## config.mk

```make
export PLATFORM = sky130hd
export DESIGN_NAME = cba_ctrl
export DESIGN_NICKNAME = d
export VERILOG_FILES = /design/src/hw/rtl/cba_pkg.sv /design/src/hw/rtl/cba_ctrl.sv
export SDC_FILE = /design/constraint.sdc
export NUM_CORES = 1
export LEC_CHECK = 0
export BUFFER_PORTS_ARGS = -buffer_cell sky130_fd_sc_hd__buf_2
export CORE_MARGIN = 8
export CORE_UTILIZATION = 46
export DETAILED_ROUTE_END_ITERATION = 10
export GPL_ROUTABILITY_DRIVEN = 1
export GPL_TIMING_DRIVEN = 0
export PLACE_DENSITY = 0.78
export SLEW_MARGIN = 5
export SYNTH_ARGS = -nofsm -noshare
export SYNTH_HDL_FRONTEND = slang
export SYNTH_SLANG_ARGS = --single-unit
export TNS_END_PERCENT = 20
```

## constraint.sdc

```tcl
create_clock -name clock -period 2.08 [get_ports clock]
set_clock_uncertainty 0.2 [all_clocks]
set_input_delay 0.312 -clock clock [delete_from_list [all_inputs] [get_ports clock]]
set_output_delay 0.312 -clock clock [all_outputs]
set_load 0.02 [all_outputs]
```

## src/hw/rtl/cba_pkg.sv

```systemverilog
// cba_pkg: shared types and constants of the compacting block allocator
// no dependencies
`default_nettype none
package cba_pkg;
   localparam int unsigned OFF_W   = 24;
   localparam int unsigned CNT_W   = 24;
   localparam int unsigned OWNER_W = 32;
   localparam int unsigned WORDS_W = 22;
   localparam int unsigned MAX_MOVES = 32;

   typedef enum logic [2:0] {
      REQ_ALLOC = 3'd0, REQ_FREE = 3'd1, REQ_FLOAT = 3'd2,
      REQ_LOCK = 3'd3, REQ_FIT = 3'd4, REQ_INIT = 3'd5
   } req_code_type;

   typedef enum logic [1:0] {
      ST_NULL = 2'd0, ST_FREE = 2'd1, ST_LOCKED = 2'd2, ST_FLOAT = 2'd3
   } slot_st_type;

   typedef enum logic [1:0] {
      STS_OK = 2'd0, STS_NOSPACE = 2'd1, STS_NOHANDLE = 2'd2, STS_NOFIT = 2'd3
   } status_type;

   localparam logic [0:0] CSR_POOL = 1'b0;
   localparam logic [0:0] CSR_GAP  = 1'b1;

   typedef enum logic [3:0] {
      FSM_IDLE, FSM_INIT, FSM_WSTART, FSM_WALK, FSM_WMOVE, FSM_FINISH,
      FSM_SPARE, FSM_FIT, FSM_SIMPLE, FSM_RESP
   } fsm_type;

   // controller to datapath command
   typedef struct packed {
      logic       init_step;
      logic       init_start;
      logic       capture;
      logic       walk_start;
      logic       walk_step;
      logic       finish;
      logic       spare_step;
      logic       fit_start;
      logic       fit_step;
      logic       simple;
      logic       load_rsp;
   } cmd_type;

   // datapath to controller status
   typedef struct packed {
      logic init_done;
      logic walk_found;
      logic walk_fail;
      logic walk_move;
      logic need_spare;
      logic spare_found;
      logic spare_done;
      logic fit_done;
   } stat_type;
endpackage
`default_nettype wire

```

## src/hw/rtl/cba_ctrl.sv

```systemverilog
// cba_ctrl: request sequencer of the allocator
// depends on cba_pkg
`default_nettype none
module cba_ctrl
   import cba_pkg::*;
(
   input  wire logic        clock,
   input  wire logic        reset,
   input  wire logic        req_fire,
   input  wire logic [2:0]  req_code,
   input  wire logic        rsp_fire,
   input  wire logic        rsp_last,
   input  stat_type         stat,
   output cmd_type          cmd,
   output logic             req_ready,
   output logic             rsp_valid
);
   fsm_type state_ff, state_in;

   always_ff @(posedge clock) begin
      if (reset) begin
         state_ff <= FSM_IDLE;
      end else begin
         state_ff <= state_in;
      end
   end

   always_comb begin
      state_in = state_ff;
      case (state_ff)
         FSM_IDLE: begin
            if (req_fire) begin
               case (req_code)
                  REQ_ALLOC: state_in = FSM_WSTART;
                  REQ_FIT:   state_in = FSM_FIT;
                  REQ_INIT:  state_in = FSM_INIT;
                  default:   state_in = FSM_SIMPLE;
               endcase
            end
         end
         FSM_INIT:   if (stat.init_done) state_in = FSM_RESP;
         FSM_WSTART: state_in = FSM_WALK;
         FSM_WALK: begin
            if (stat.walk_move) state_in = FSM_WMOVE;
            else if (stat.walk_fail) state_in = FSM_RESP;
            else if (stat.walk_found) state_in = stat.need_spare ? FSM_SPARE : FSM_FINISH;
         end
         FSM_WMOVE:  if (rsp_fire) state_in = FSM_WALK;
         FSM_SPARE:  if (stat.spare_done) state_in = stat.spare_found ? FSM_FINISH : FSM_RESP;
         FSM_FINISH: state_in = FSM_RESP;
         FSM_FIT:    if (stat.fit_done) state_in = FSM_RESP;
         FSM_SIMPLE: state_in = FSM_RESP;
         FSM_RESP:   if (rsp_fire && rsp_last) state_in = FSM_IDLE;
         default:    state_in = FSM_IDLE;
      endcase
   end

   always_comb begin
      cmd        = '0;
      req_ready  = 1'b0;
      rsp_valid  = 1'b0;
      case (state_ff)
         FSM_IDLE: begin
            req_ready   = 1'b1;
            cmd.capture = req_fire;
            cmd.init_start = req_fire && req_code == REQ_INIT;
         end
         FSM_INIT:   cmd.init_step = 1'b1;
         FSM_WSTART: cmd.walk_start = 1'b1;
         FSM_WALK: begin
            cmd.walk_step = 1'b1;
            cmd.load_rsp  = stat.walk_fail;
         end
         FSM_WMOVE:  rsp_valid = 1'b1;
         FSM_SPARE: begin
            cmd.spare_step = 1'b1;
            cmd.load_rsp   = stat.spare_done && !stat.spare_found;
         end
         FSM_FINISH: begin
            cmd.finish   = 1'b1;
            cmd.load_rsp = 1'b1;
         end
         FSM_FIT: begin
            cmd.fit_step = 1'b1;
            cmd.load_rsp = stat.fit_done;
         end
         FSM_SIMPLE: begin
            cmd.simple   = 1'b1;
            cmd.load_rsp = 1'b1;
         end
         FSM_RESP:   rsp_valid = 1'b1;
         default:    cmd = '0;
      endcase
      cmd.fit_start = state_ff == FSM_IDLE && req_fire && req_code == REQ_FIT;
   end
endmodule
`default_nettype wire

```

* Word level (Yosys, flattened, before mapping)
Index checks and enable logic that the tools add are counted.
Widths: inputs -> output; s select.
** Operators by class
- Equality and inequality tests :: 18
- Multiplexer cells :: 24
- Reductions and logical operators :: 11
** Operators with widths (count)
- $mux 4 :: 10
- $pmux 4 s9 :: 1
- $eq 4x3->1 const B :: 4
- $ne 2x2->1 const B :: 6
- $pmux 4 s3 :: 1
- $mux 1 :: 9
- $eq 4x2->1 const B :: 2
- $eq 4x4->1 const B :: 2
- $reduce_and 7->1 :: 1
- $eq 3x3->1 const B :: 2
- $logic_and 1x1->1 :: 5
- $eq 4x1->1 const B :: 1
- $logic_not 4->1 :: 1
- $mux 2 :: 2
- $ne 4x4->1 const B :: 1
- $pmux 1 s4 :: 1
- $reduce_or 2->1 :: 2
- $logic_not 3->1 :: 1
- $logic_not 1->1 :: 1
** Word-level totals
- Register bits after elaboration :: 4
- Input port bits :: 16
- Output and inout port bits :: 13
- Word-level logic and storage cells :: 54

* Depth between registers and ports, before layout
- Depth in word-level cells :: 5
- Depth in mapped cells :: 6
- Gate-level depth less buffers :: 5

* Worst setup path before layout
OpenSTA, ideal clock, no wires.
- Path kind :: register to output
- Start point :: register state_ff[3]
- End point :: output port cmd[3] (netlist name)
- Arrival :: 1.701 ns
- Data required time :: 1.568 ns
- Slack :: -0.133 ns
- Cell stages (with the launch flop) :: 6
- Path buffers :: 1
- Path through :: dfxtp_1 > buf_4 > nor4_4 > and2_1 > nand2_1 > nor2_1
** RTL lines
- start: declaration :: line cba_ctrl.sv:18 : fsm_type state_ff, state_in;
- start signal: assignment :: line cba_ctrl.sv:24 : state_ff <= state_in;
- end: declaration :: line cba_ctrl.sv:14 : output cmd_type cmd,

==> results.sh <==
export IMPL_ys_ff_latch=4
export IMPL_syn_area_sq_um=647
export IMPL_cts_tree="built"
export IMPL_rows=13
export IMPL_yosys_warnings=0
export IMPL_wire_per_inst_um=14.7
export IMPL_required_ps=1570
export IMPL_finalHoldViolCount=0
export IMPL_ys_types=34
export IMPL_p_leak_uw=0.000443
export IMPL_track_usage=0.136
export IMPL_io_pins=29
export IMPL_clk_latency_ps=240
export IMPL_slew_headroom=0.706
export IMPL_drt_pass1_iterations=4
export IMPL_dp_hpwl_mm=1.44
export IMPL_path_class="register to primary output"
export IMPL_antenna_found_initial=0
export IMPL_power_density_nw_per_um2=1080
export IMPL_cts_path_max_buffers=2
export IMPL_cts_root_buf="clkbuf_4"
export IMPL_die_width_um=53.5
export IMPL_syn_inst=84
export IMPL_cts_buffers=3
export IMPL_endpoint="cmd[0]"
export IMPL_syn_num_nets=100
export IMPL_dpl_worst_slack_ps=128
export IMPL_grt_pass1_wl_mm=2.97
export IMPL_async_flop_share=0
export IMPL_drt_iter0_markers=15
export IMPL_setup_viol=0
export IMPL_fin_nets=138
export IMPL_cts_clk_slew_worst_paths_ps=40
export IMPL_cap_violations=0
export IMPL_drive_gt1_frac=0.475
export IMPL_crit_path_start="state_ff[3]"
export IMPL_hold_buffers=0
export IMPL_period_needed_ps=2070
export IMPL_vias_per_cell=5.68
export IMPL_instances_no_fill=135
export IMPL_cp_max_fo=5
export IMPL_dieHeight_um=53.5
export IMPL_p_total_uw=981
export IMPL_worst_slew_pin_slew_ps=442
export IMPL_synth_flop_cell="dfxtp_1"
export IMPL_cp_end_kind="primary output"
export IMPL_grt_max_degree=11
export IMPL_synth_avg_cell_area_sq_um=7.70
export IMPL_status="finished, final reports clean"
export IMPL_vias=767
export IMPL_r2r_slack_ps=170
export IMPL_fillers=107
export IMPL_drc=0
export IMPL_start_util=0.497
export IMPL_final_util=0.701
export IMPL_cts_sinks=4
export IMPL_largest_reg_flops=4
export IMPL_dieArea_sq_um=2860
export IMPL_worstPathCellList="buf_6 -> inv_1 -> nor4_2 -> a31oi_1 -> nand2_1 -> buf_2"
export IMPL_fmaxAchievable_ghz=0.482
export IMPL_period_share=0.997
export IMPL_dp_cells=127
export IMPL_grt_pass1_vias=719
export IMPL_fin_ws_ps=5.62
export IMPL_areaGrowthSynthToFinish_pct=41.0
export IMPL_gr_total_overflow=0
export IMPL_top_regs="state_ff: 4 flops"
export IMPL_coreArea_sq_um=1300
export IMPL_worst_r2r_cell_count=7
export IMPL_numPortBuffers=28
export IMPL_max_vdd_ir_drop_uv=558
export IMPL_r2r_end="state_ff[3]"
export IMPL_synth_edf_count=0
export IMPL_startpoint_type="register"
export IMPL_hp_class="input pin to register"
export IMPL_worstPathArrival_ps=1560
export IMPL_slowest_stage="nor4_2"
export IMPL_regMostFlops="state_ff"
export IMPL_ys_seq_area_frac=0.124
export IMPL_final_max_slew_viol_count=0
export IMPL_wirelength_mm=1.98
export IMPL_antenna_left=0
export IMPL_max_stage_delay_ps=440
export IMPL_htree_levels=1
export IMPL_gp_congestion=0.882
export IMPL_r2r_start="state_ff[1]"
export IMPL_diodes=0
## final cells by class
class	instances	area (sq um)	share of cell area
sequential	4	80.1	0.0878
multi-input combinational	65	502	0.550
clock buffer	3	22.5	0.0247
buffer	7	68.8	0.0754
inverter	8	30.0	0.0329
tap	15	18.8	0.0206
timing repair buffer	33	190	0.209
## worst min-delay path by stage
stage,slack (ps),cells after the start,endpoint,startpoint
global placement,440,4,state_ff[2],reset
floorplan,310,3,state_ff[2],reset
detailed placement,440,4,state_ff[0],reset
finish,200,4,state_ff[0],reset
global route,220,4,state_ff[2],reset
CTS,190,4,state_ff[2],reset
## stage by stage
step	cell area, sq um	setup TNS [ps]	hold WS, ps
detailed placement	812	0	445
finish	912	0	198
global placement	812	0	438
floorplan	653	0	313
CTS	873	0	193
global route	912	-54.1	222
## cells in the mapped netlist, types with 2 or more instances
cell type	count	share of area
a2111oi_4	2	0.085
a21oi_1	8	0.062
a31oi_1	3	0.029
buf_4	2	0.023
buf_6	4	0.070
dfxtp_1	4	0.12
inv_1	8	0.046
mux2i_1	3	0.046
nand2_1	8	0.046
nand2b_1	2	0.019
nor2_1	11	0.064
nor2b_1	2	0.019
nor3_1	4	0.031
o21ai_0	3	0.023
## timing repair
action,CTS,global route
setup endpoints to repair,2,3
pin swaps,3,5
gates resized for setup,6,6
cloned,0,0
setup buffers,3,2
endpoints found under the hold margin,0,0
## per-layer routing
layer | part of all wire | global-route usage
met3 | 0.11 | 0.0392
met2 | 0.47 | 0.227
met5 | 0 | 0
met4 | 0.0096 | 0.0714
met1 | 0.41 | 0.153
## cell families after synthesis
family                 count (synthesis)  synth area share
AND/OR/NAND/NOR                       41             0.416
multiplexers                           3            0.0464
AO/OA/AOI/OAI                         21             0.267
flip-flops                             4             0.124
buffers and inverters                 15             0.147
## worst max-delay path: cells and delay by family, from the launching register on
kind	cells	cell delay, ps
AND/OR/NAND/NOR	2	520
AO/OA/AOI/OAI	1	70
buffers and inverters	3	400
flip-flops	1	330
## power by group
group | internal [uW] | leakage [uW] | total (uW) | switching (uW)
logic | 336 | 0.000396 | 770 | 435
registers | 100 | 0.0000328 | 113 | 12.9
clock network | 64.6 | 0.0000138 | 96.9 | 32.3
## layout by cell type (no fill, tap or decap), drive strengths merged
cell     count
a2111oi      3
a21oi        8
a221o        1
a31oi        3
a32o         1
and2         1
and3         1
buf         40
clkbuf       3
dfxtp        4
inv          8
mux2i        3
nand2        9
nand2b       2
nand3        1
nor2        11
nor2b        2
nor3         5
nor3b        1
nor4         3
nor4b        2
nor4bb       1
o211ai       1
o21ai        3
o31ai        1
or3          1
or4          1
(Power assumes the default switching activity.)
